<file path="src/calendar_date_counter_defines.svh">
// Assertion macros shared by the calendar date counter modules
`ifndef CALENDAR_DATE_COUNTER_DEFINES_SVH
`define CALENDAR_DATE_COUNTER_DEFINES_SVH
`ifndef SYNTHESIS
// Check a property on every clock edge outside reset
`define CALDC_ASSERT(lbl, prop, msg) \
  lbl: assert property (@(posedge clk_i) disable iff (!rst_ni) (prop)) else $error(msg);
// Check that a condition is followed in the next cycle by another
`define CALDC_ASSERT_NEXT(lbl, pre, post, msg) \
  lbl: assert property (@(posedge clk_i) disable iff (!rst_ni) (pre) |=> (post)) else $error(msg);
`else
`define CALDC_ASSERT(lbl, prop, msg)
`define CALDC_ASSERT_NEXT(lbl, pre, post, msg)
`endif
`endif

</file>
<file path="src/caldc_pkg.sv">
// Types, codes and calendar helper functions of the calendar date counter
package caldc_pkg;

  typedef enum logic [2:0] {
    OP_LOAD = 3'd0,
    OP_NEXT = 3'd1,
    OP_PREV = 3'd2,
    OP_ADD  = 3'd3,
    OP_SUB  = 3'd4
  } opcode_e;

  typedef enum logic [1:0] {
    ST_OK       = 2'd0,
    ST_BAD_LOAD = 2'd1,
    ST_CLAMP    = 2'd2
  } status_e;

  typedef enum logic [1:0] {
    S_IDLE  = 2'd0,
    S_YEAR  = 2'd1,
    S_MONTH = 2'd2
  } state_e;

  // Commands from the controller to the datapath
  typedef struct packed {
    logic start;
    logic year_step;
    logic month_init;
    logic month_step;
    logic commit;
    logic finish;
  } caldc_cmd_t;

  // Status from the datapath to the controller
  typedef struct packed {
    logic quick;
    logic year_done;
    logic month_done;
  } caldc_sts_t;

  localparam logic [8:0] DaysCommon = 9'd365;
  localparam logic [2:0] WdayFirst  = 3'd1;  // first day of the start year is a Monday
  localparam logic [3:0] MonthLast  = 4'd12;

  // Leap year from the low year bits and the year modulo 100 and 400
  function automatic logic is_leap(logic [1:0] y_lo, logic [6:0] c100, logic [8:0] c400);
    return (c400 == 9'd0) || ((y_lo == 2'd0) && (c100 != 7'd0));
  endfunction

  // Length of a month, zero for a month code that means nothing
  function automatic logic [4:0] month_len(logic [3:0] m, logic leap);
    logic [4:0] len;
    unique case (m) inside
      4'd1, 4'd3, 4'd5, 4'd7, 4'd8, 4'd10, 4'd12: len = 5'd31;
      4'd4, 4'd6, 4'd9, 4'd11:                    len = 5'd30;
      4'd2:                                       len = leap ? 5'd29 : 5'd28;
      default:                                    len = 5'd0;
    endcase
    return len;
  endfunction

  // Reduce a small value modulo 7 by conditional subtraction
  function automatic logic [2:0] mod7(logic [5:0] x);
    logic [5:0] r;
    r = x;
    if (r >= 6'd56) r = r - 6'd56;
    if (r >= 6'd28) r = r - 6'd28;
    if (r >= 6'd14) r = r - 6'd14;
    if (r >= 6'd7)  r = r - 6'd7;
    return r[2:0];
  endfunction

  // Number of days in a run of years, evaluated at elaboration
  function automatic int unsigned span_days(int unsigned first, int unsigned span);
    int unsigned total;
    int unsigned y;
    total = 0;
    for (y = first; y < first + span; y++) begin
      total += ((y % 400 == 0) || ((y % 4 == 0) && (y % 100 != 0))) ? 366 : 365;
    end
    return total;
  endfunction

endpackage

</file>
<file path="src/calendar_date_counter.sv">
// Top level of the calendar date counter
// A command is taken when start is high and busy is low; its single result appears in the
// cycle after the work ends, for exactly one cycle with done_o high, and cannot be held
// off. Unused opcodes and loads with a bad month or year finish at once (result on the
// next cycle). Every other command walks a year cursor one calendar year per cycle from
// the year the last command left it in to the target year, then walks months from
// January one per cycle until it reaches the target month.
module calendar_date_counter
  import caldc_pkg::*;
#(
  parameter int unsigned START_YEAR = 1900,
  parameter int unsigned YEAR_SPAN  = 256
) (
  input  logic        clk_i,
  input  logic        rst_ni,
  input  logic        start,
  output logic        busy,
  input  logic [2:0]  opcode_i,
  input  logic [3:0]  load_month_i,
  input  logic [4:0]  load_day_i,
  input  logic [11:0] load_year_i,
  input  logic [15:0] day_count_i,
  output logic        done_o,
  output logic [3:0]  month_out_o,
  output logic [4:0]  day_out_o,
  output logic [11:0] year_out_o,
  output logic [16:0] day_number_o,
  output logic [2:0]  weekday_o,
  output logic [1:0]  status_o
);

  caldc_cmd_t cmd;
  caldc_sts_t sts;

  caldc_ctrl u_ctrl (
    .clk_i  (clk_i),
    .rst_ni (rst_ni),
    .start_i(start),
    .sts_i  (sts),
    .cmd_o  (cmd),
    .busy_o (busy)
  );

  caldc_dp #(
    .START_YEAR(START_YEAR),
    .YEAR_SPAN (YEAR_SPAN)
  ) u_dp (
    .clk_i       (clk_i),
    .rst_ni      (rst_ni),
    .cmd_i       (cmd),
    .sts_o       (sts),
    .opcode_i    (opcode_i),
    .load_month_i(load_month_i),
    .load_day_i  (load_day_i),
    .load_year_i (load_year_i),
    .day_count_i (day_count_i),
    .month_o     (month_out_o),
    .day_o       (day_out_o),
    .year_o      (year_out_o),
    .day_number_o(day_number_o),
    .weekday_o   (weekday_o),
    .status_o    (status_o),
    .done_o      (done_o)
  );

endmodule

</file>
<file path="src/caldc_ctrl.sv">
// Controller state machine of the calendar date counter
`include "calendar_date_counter_defines.svh"

module caldc_ctrl
  import caldc_pkg::*;
(
  input  logic       clk_i,
  input  logic       rst_ni,
  input  logic       start_i,
  input  caldc_sts_t sts_i,
  output caldc_cmd_t cmd_o,
  output logic       busy_o
);

  state_e state_q, state_d;

  // Next state
  always_comb begin
    state_d = state_q;
    unique case (state_q)
      S_IDLE: begin
        if (start_i && !sts_i.quick) state_d = S_YEAR;
      end
      S_YEAR: begin
        if (sts_i.year_done) state_d = S_MONTH;
      end
      S_MONTH: begin
        if (sts_i.month_done) state_d = S_IDLE;
      end
      default: state_d = S_IDLE;
    endcase
  end

  // Commands to the datapath
  always_comb begin
    cmd_o  = '0;
    busy_o = (state_q != S_IDLE);
    unique case (state_q)
      S_IDLE: begin
        if (start_i) begin
          cmd_o.start  = 1'b1;
          cmd_o.finish = sts_i.quick;
        end
      end
      S_YEAR: begin
        if (sts_i.year_done) cmd_o.month_init = 1'b1;
        else                 cmd_o.year_step  = 1'b1;
      end
      S_MONTH: begin
        if (sts_i.month_done) begin
          cmd_o.commit = 1'b1;
          cmd_o.finish = 1'b1;
        end else begin
          cmd_o.month_step = 1'b1;
        end
      end
      default: ;
    endcase
  end

  // Hold the state
  always_ff @(posedge clk_i or negedge rst_ni) begin
    if (!rst_ni) begin
      state_q <= S_IDLE;
    end else begin
      state_q <= state_d;
    end
  end

  `CALDC_ASSERT_NEXT(a_finish_idle, cmd_o.finish, state_q == S_IDLE, "not idle after finish")
  `CALDC_ASSERT_NEXT(a_walk_busy, cmd_o.start && !sts_i.quick, busy_o, "walk not busy")

endmodule

</file>
<file path="src/caldc_dp.sv">
// Datapath of the calendar date counter: year cursor, month walk and date registers
`include "calendar_date_counter_defines.svh"

module caldc_dp
  import caldc_pkg::*;
#(
  parameter int unsigned START_YEAR = 1900,
  parameter int unsigned YEAR_SPAN  = 256
) (
  input  logic        clk_i,
  input  logic        rst_ni,
  input  caldc_cmd_t  cmd_i,
  output caldc_sts_t  sts_o,
  input  logic [2:0]  opcode_i,
  input  logic [3:0]  load_month_i,
  input  logic [4:0]  load_day_i,
  input  logic [11:0] load_year_i,
  input  logic [15:0] day_count_i,
  output logic [3:0]  month_o,
  output logic [4:0]  day_o,
  output logic [11:0] year_o,
  output logic [16:0] day_number_o,
  output logic [2:0]  weekday_o,
  output logic [1:0]  status_o,
  output logic        done_o
);

  localparam int unsigned LastNum = span_days(START_YEAR, YEAR_SPAN) - 1;
  localparam int unsigned DnW     = $clog2(LastNum + 2);
  localparam int unsigned YrW     = $clog2(START_YEAR + YEAR_SPAN);
  localparam int unsigned CmpW    = ((DnW > 16) ? DnW : 16) + 1;
  localparam int unsigned LyW     = ((YrW > 12) ? YrW : 12) + 1;
  localparam int unsigned NumW    = (DnW > 17) ? DnW : 17;
  localparam int unsigned YoW     = (YrW > 12) ? YrW : 12;

  // Committed date
  logic [3:0]     month_q;
  logic [4:0]     day_q;
  logic [YrW-1:0] year_q;
  logic [DnW-1:0] dn_q;
  logic [2:0]     wd_q;
  status_e        status_q;
  logic           done_q;

  // Year cursor: a year, the day number of its first day and its calendar position
  logic [YrW-1:0] cy_q;
  logic [DnW-1:0] cstart_q;
  logic [2:0]     cwd_q;
  logic [6:0]     c100_q;
  logic [8:0]     c400_q;

  // Item in flight and month walk
  logic           mode_load_q;
  logic [DnW-1:0] tgt_q;
  logic [3:0]     lm_q;
  logic [4:0]     ld_q;
  logic [YrW-1:0] ly_q;
  logic [3:0]     m_q;
  logic [8:0]     off_q;
  logic [8:0]     rest_q;
  logic [2:0]     mwd_q;

  // Decode the command and work out the target day number
  opcode_e         op;
  logic [CmpW-1:0] cnt_x, n_x, last_x;
  logic [LyW-1:0]  ly_x;
  logic            ly_ok, lm_ok, quick, mode_load;
  status_e         st_start;
  logic [DnW-1:0]  tgt_d;

  always_comb begin
    op        = opcode_e'(opcode_i);
    cnt_x     = ((op == OP_NEXT) || (op == OP_PREV)) ? CmpW'(1) : CmpW'(day_count_i);
    n_x       = CmpW'(dn_q);
    last_x    = CmpW'(LastNum);
    ly_x      = LyW'(load_year_i);
    ly_ok     = (ly_x >= LyW'(START_YEAR)) && (ly_x < LyW'(START_YEAR + YEAR_SPAN));
    lm_ok     = (load_month_i >= 4'd1) && (load_month_i <= MonthLast);
    quick     = 1'b0;
    mode_load = 1'b0;
    st_start  = ST_OK;
    tgt_d     = dn_q;
    unique case (op) inside
      OP_LOAD: begin
        mode_load = 1'b1;
        if (!(lm_ok && ly_ok)) begin
          quick    = 1'b1;
          st_start = ST_BAD_LOAD;
        end
      end
      OP_NEXT, OP_ADD: begin
        if (cnt_x > (last_x - n_x)) begin
          tgt_d    = DnW'(LastNum);
          st_start = ST_CLAMP;
        end else begin
          tgt_d = DnW'(n_x + cnt_x);
        end
      end
      OP_PREV, OP_SUB: begin
        if (cnt_x > n_x) begin
          tgt_d    = '0;
          st_start = ST_CLAMP;
        end else begin
          tgt_d = DnW'(n_x - cnt_x);
        end
      end
      default: quick = 1'b1;
    endcase
  end

  // Cursor neighbors (this year, the one before and the one after) and walk direction
  logic           leap_cur, leap_prev;
  logic [8:0]     ylen_cur, ylen_prev;
  logic [6:0]     n100, p100;
  logic [8:0]     n400, p400;
  logic [1:0]     yprev_lo;
  logic [DnW:0]   cend;
  logic           fwd, year_done;

  always_comb begin
    leap_cur  = is_leap(cy_q[1:0], c100_q, c400_q);
    ylen_cur  = DaysCommon + 9'(leap_cur);
    n100      = (c100_q == 7'd99)  ? 7'd0 : c100_q + 7'd1;
    n400      = (c400_q == 9'd399) ? 9'd0 : c400_q + 9'd1;
    p100      = (c100_q == 7'd0)   ? 7'd99 : c100_q - 7'd1;
    p400      = (c400_q == 9'd0)   ? 9'd399 : c400_q - 9'd1;
    yprev_lo  = cy_q[1:0] - 2'd1;
    leap_prev = is_leap(yprev_lo, p100, p400);
    ylen_prev = DaysCommon + 9'(leap_prev);
    cend      = {1'b0, cstart_q} + (DnW + 1)'(ylen_cur);
    if (mode_load_q) begin
      fwd       = (cy_q < ly_q);
      year_done = (cy_q == ly_q);
    end else begin
      fwd       = ({1'b0, tgt_q} >= cend);
      year_done = (tgt_q >= cstart_q) && !fwd;
    end
  end

  // Month walk status and commit values
  logic [4:0] mlen;
  logic       month_done, day_ok;

  always_comb begin
    mlen       = month_len(m_q, leap_cur);
    month_done = mode_load_q ? (m_q == lm_q) : (rest_q < 9'(mlen));
    day_ok     = (ld_q != 5'd0) && (ld_q <= mlen);
  end

  assign sts_o.quick      = quick;
  assign sts_o.year_done  = year_done;
  assign sts_o.month_done = month_done;

  // Capture the item and walk the months
  always_ff @(posedge clk_i) begin
    if (cmd_i.start) begin
      mode_load_q <= mode_load;
      tgt_q       <= tgt_d;
      lm_q        <= load_month_i;
      ld_q        <= load_day_i;
      ly_q        <= YrW'(load_year_i);
    end
    if (cmd_i.month_init) begin
      m_q    <= 4'd1;
      off_q  <= 9'd0;
      rest_q <= 9'(tgt_q - cstart_q);
      mwd_q  <= cwd_q;
    end else if (cmd_i.month_step) begin
      m_q    <= m_q + 4'd1;
      off_q  <= off_q + 9'(mlen);
      rest_q <= rest_q - 9'(mlen);
      mwd_q  <= mod7(6'(mwd_q) + 6'(mlen));
    end
  end

  // Advance or back up the year cursor one year at a time
  always_ff @(posedge clk_i or negedge rst_ni) begin
    if (!rst_ni) begin
      cy_q     <= YrW'(START_YEAR);
      cstart_q <= '0;
      cwd_q    <= WdayFirst;
      c100_q   <= 7'(START_YEAR % 100);
      c400_q   <= 9'(START_YEAR % 400);
    end else if (cmd_i.year_step) begin
      if (fwd) begin
        cy_q     <= cy_q + YrW'(1);
        cstart_q <= DnW'(cend);
        cwd_q    <= mod7(6'(cwd_q) + (leap_cur ? 6'd2 : 6'd1));
        c100_q   <= n100;
        c400_q   <= n400;
      end else begin
        cy_q     <= cy_q - YrW'(1);
        cstart_q <= cstart_q - DnW'(ylen_prev);
        cwd_q    <= mod7(6'(cwd_q) + 6'd7 - (leap_prev ? 6'd2 : 6'd1));
        c100_q   <= p100;
        c400_q   <= p400;
      end
    end
  end

  // Commit the new date and flag the result
  always_ff @(posedge clk_i or negedge rst_ni) begin
    if (!rst_ni) begin
      month_q  <= 4'd1;
      day_q    <= 5'd1;
      year_q   <= YrW'(START_YEAR);
      dn_q     <= '0;
      wd_q     <= WdayFirst;
      status_q <= ST_OK;
      done_q   <= 1'b0;
    end else begin
      done_q <= cmd_i.finish;
      if (cmd_i.start) begin
        status_q <= st_start;
      end
      if (cmd_i.commit) begin
        if (!mode_load_q) begin
          month_q <= m_q;
          day_q   <= 5'(rest_q) + 5'd1;
          year_q  <= cy_q;
          dn_q    <= tgt_q;
          wd_q    <= mod7(6'(mwd_q) + 6'(rest_q));
        end else if (day_ok) begin
          month_q <= m_q;
          day_q   <= ld_q;
          year_q  <= cy_q;
          dn_q    <= cstart_q + DnW'(off_q) + DnW'(ld_q) - DnW'(1);
          wd_q    <= mod7(6'(mwd_q) + 6'(ld_q) - 6'd1);
        end else begin
          status_q <= ST_BAD_LOAD;
        end
      end
    end
  end

  // Drive the result ports
  logic [NumW-1:0] dn_ext;
  logic [YoW-1:0]  yr_ext;

  assign dn_ext       = NumW'(dn_q);
  assign yr_ext       = YoW'(year_q);
  assign month_o      = month_q;
  assign day_o        = day_q;
  assign year_o       = yr_ext[11:0];
  assign day_number_o = dn_ext[16:0];
  assign weekday_o    = wd_q;
  assign status_o     = status_q;
  assign done_o       = done_q;

  `CALDC_ASSERT(a_wday_range, (wd_q < 3'd7) && (cwd_q < 3'd7), "weekday out of range")
  `CALDC_ASSERT(a_dn_range, dn_q <= DnW'(LastNum), "day number beyond last day")
  `CALDC_ASSERT_NEXT(a_commit_num, cmd_i.commit && !mode_load_q, dn_q == $past(tgt_q), "bad commit")

endmodule

</file>
<file path="config.mk">
export PLATFORM = sky130hd
export DESIGN_NAME = calendar_date_counter
export DESIGN_NICKNAME = d
export VERILOG_FILES = /design/src/caldc_pkg.sv /design/src/calendar_date_counter.sv /design/src/caldc_ctrl.sv /design/src/caldc_dp.sv
export VERILOG_INCLUDE_DIRS = /design/src /design/src/src
export SDC_FILE = /design/constraint.sdc
export NUM_CORES = 1
export LEC_CHECK = 0
export ABC_AREA = 0
export BUFFER_PORTS_ARGS = -buffer_cell sky130_fd_sc_hd__buf_2
export CORE_UTILIZATION = 30
export DETAILED_ROUTE_END_ITERATION = 12
export GPL_TIMING_DRIVEN = 0
export PLACE_DENSITY = 0.57
export SLEW_MARGIN = 20
export SYNTH_ARGS = -nofsm -noshare
export SYNTH_HDL_FRONTEND = slang
export SYNTH_HIERARCHICAL = 1
export SYNTH_SLANG_ARGS = --single-unit
</file>
<file path="constraint.sdc">
create_clock -name clk_i -period 9.45 [get_ports clk_i]
set_input_delay 0.4725 -clock clk_i [delete_from_list [all_inputs] [get_ports clk_i]]
set_output_delay 0.4725 -clock clk_i [all_outputs]
set_load 0.1 [all_outputs]
</file>
==> flow_metrics.env <==
export IMPL_status="finished, final reports clean"
export IMPL_drc=0
export IMPL_grt_pass1_vias=13500
export IMPL_synthesis_nets=2132
export IMPL_hold_viol_final=0
export IMPL_setup_tns_ns=0
export IMPL_fmax_mhz=121
export IMPL_cts_root_buf="clkbuf_16"
export IMPL_synth_edf_count=51
export IMPL_cts_resized=0
export IMPL_ys_types=90
export IMPL_async_flop_share_pct=59.5
export IMPL_syn_area_per_cell_um2=8.53
export IMPL_startpoint_type="register"
export IMPL_multi_input_area_um2=10600
export IMPL_hpwlAfterDp_um=35400
export IMPL_critPathSlowestCell="fa_1"
export IMPL_seq_area_um2=4170
export IMPL_die_y_um=231
export IMPL_dp_cells=2616
export IMPL_die_area_um2=53400
export IMPL_row_count=83
export IMPL_nFillCells=5330
export IMPL_cp_max_fo=10
export IMPL_cp_data_arrival_time_ns=8.58
export IMPL_slowest_delay_ns=0.47
export IMPL_first_pass_iters=5
export IMPL_cts_made_buffers=17
export IMPL_final_common_cell="ha_1"
export IMPL_clkTransAtPathRegs_ns=0.07
export IMPL_ios=88
export IMPL_vias=13700
export IMPL_ctsHtreeMaxLevel=4
export IMPL_routed_wl_um=45000
export IMPL_clock_sinks=158
export IMPL_yosysWarningCount=6
export IMPL_period_share_pct=87.3
export IMPL_final_cell_mix="ha_1 (226), inv_1 (177), nand2_1 (168), a21oi_1 (120), o21ai_0 (119)"
export IMPL_dieWidth_um=231
export IMPL_postSynthCellCount=1845
export IMPL_fin_skew_ns=0.0126
export IMPL_via_per_inst=5.17
export IMPL_drt_initial_drc_count=938
export IMPL_crit_top_cell="o21ai_0"
export IMPL_fin_nets=2243
export IMPL_grt_overflow=0
export IMPL_relSlewSlack_pct=30.4
export IMPL_io_buffer_count=87
export IMPL_drv_slew=0
export IMPL_clk_path_buf_depth=2
export IMPL_crit_type="reg -> reg"
export IMPL_post_route_min_period_ns=8.25
export IMPL_track_usage_pct=17.1
export IMPL_syn_to_final_growth_pct=12.2
export IMPL_start_util_pct=30.5
export IMPL_antenna_found_initial=2
export IMPL_num_antenna_cells=0
export IMPL_clock_latency_ns=0.46
export IMPL_yosysSeqAreaShare_pct=26.5
export IMPL_detail_route_antenna_nets=0
export IMPL_drv_cap=0
export IMPL_worst_hold_path_type="in -> reg"
export IMPL_netlist_area_um2=15700
export IMPL_crit_path_end_kind="register"
export IMPL_tritoncts="built"
export IMPL_detail_route_wl_per_cell_um=17.0
export IMPL_min_path_cells=1
export IMPL_holdWs_ns=0.189
export IMPL_gp_congestion=0.904
export IMPL_required_ns=9.77
export IMPL_core_um2=51600
export IMPL_setup_viol=0
export IMPL_drive_gt1_share_pct=9.90
export IMPL_rsz0062_at_grt="false"
export IMPL_ys_ff_latch=158
export IMPL_grt_pass1_wl_um=72600
export IMPL_r2r_cells=35
export IMPL_final_cells=2649
export IMPL_grt_max_degree=71
export IMPL_tightest_slew_ns=1.04
export IMPL_synth_top_flop_cell="dfrtp_1"
[sequential cells by signal, indices dropped and copies added (netlist names)]
register           cells
u_ctrl/state_q         2
u_dp/c100_q            7
u_dp/c400_q            9
u_dp/cstart_q         17
u_dp/cwd_q             3
u_dp/cy_q             12
u_dp/day_number_o     17
u_dp/day_o             5
u_dp/done_o            1
u_dp/ld_q              5
u_dp/lm_q              4
u_dp/ly_q             12
u_dp/m_q               4
u_dp/mode_load_q       1
u_dp/month_o           4
u_dp/mwd_q             3
u_dp/off_q             9
u_dp/rest_q            9
u_dp/status_o          2
u_dp/tgt_q            17
u_dp/weekday_o         3
u_dp/year_o           12
[synthesized netlist by cell type (all sizes together), types with 29 or more instances]
master | number | share of area, %
a21o | 39 | 1.9
nand2 | 168 | 4.0
mux2i | 29 | 1.8
dfrtp | 72 | 11
o21ai | 131 | 4.2
a21oi | 123 | 4.0
xor2 | 36 | 2.0
clkbuf | 42 | 1.0
xnor2 | 99 | 5.6
nor2 | 112 | 2.7
edfxtp | 51 | 9.7
nand3 | 52 | 1.7
ha | 226 | 18
inv | 179 | 4.3
nand2b | 29 | 1.2
nor3 | 42 | 1.4
[layout make-up]
type,instances,share of cell area (%)
timing repair buffer,92,2.96
clock inverter,15,0.631
multi-input combinational,1443,60.1
tap,680,4.82
sequential,158,23.6
buffer,64,1.65
inverter,180,3.83
clock buffer,17,2.41
[path summary, 6_finish.rpt]
path                           startpoint  slack [ns]               to
max                        u_dp/c400_q[4]        1.20    u_dp/cy_q[10]
min                        load_year_i[0]        0.19     u_dp/ly_q[0]
max reg2reg                u_dp/c400_q[4]        1.20    u_dp/cy_q[10]
min reg2reg                u_dp/year_o[6]        0.46   u_dp/year_o[6]
max in group asynchronous          rst_ni        8.30  u_dp/month_o[0]
min in group asynchronous          rst_ni        0.45   u_dp/c100_q[1]
[stage by stage]
stage / worst slack [ns] / util [%] / area (µm²)
2_1_floorplan: 2.50 / - / 15700
3_3_place_gp: 0.642 / 33.0 / 17000
3_5_place_dp: 1.45 / 33.1 / 17100
4_1_cts: 1.32 / 34.2 / 17700
5_1_grt: 0.554 / 34.2 / 17700
6_report: 1.20 / 34.2 / 17700
[worst max-delay path: cells and delay by family (launching register included)]
kind,cells,cell delay (ns)
buf+inv,5,0.97
compound gates,17,3.46
flops,1,0.36
fa+ha+maj,4,1.39
simple gates,8,1.78
xor+xnor,1,0.12
[per-layer routing]
metal / GRT usage (%) / share of wire (%)
met4: 5.48 / 2.3
met2: 28.5 / 46
met1: 22.9 / 47
met5: 0 / 0
met3: 2.15 / 3.9
[logic make-up after synthesis]
group           synth area share [%]
flops                           26.5
mux                             2.49
compound gates                  20.5
simple gates                    16.5
fa+ha+maj                       20.3
buf+inv                         6.15
xor+xnor                        7.56
[what timing repair did]
action | in CTS | in global routing
hold buffers | 1 | 0
hold endpoints to repair | 19 | 0
buffers inserted | 0 | 0
Power is not shown: default switching activity piles up to over one toggle a cycle in this logic, so the estimate is an artifact.
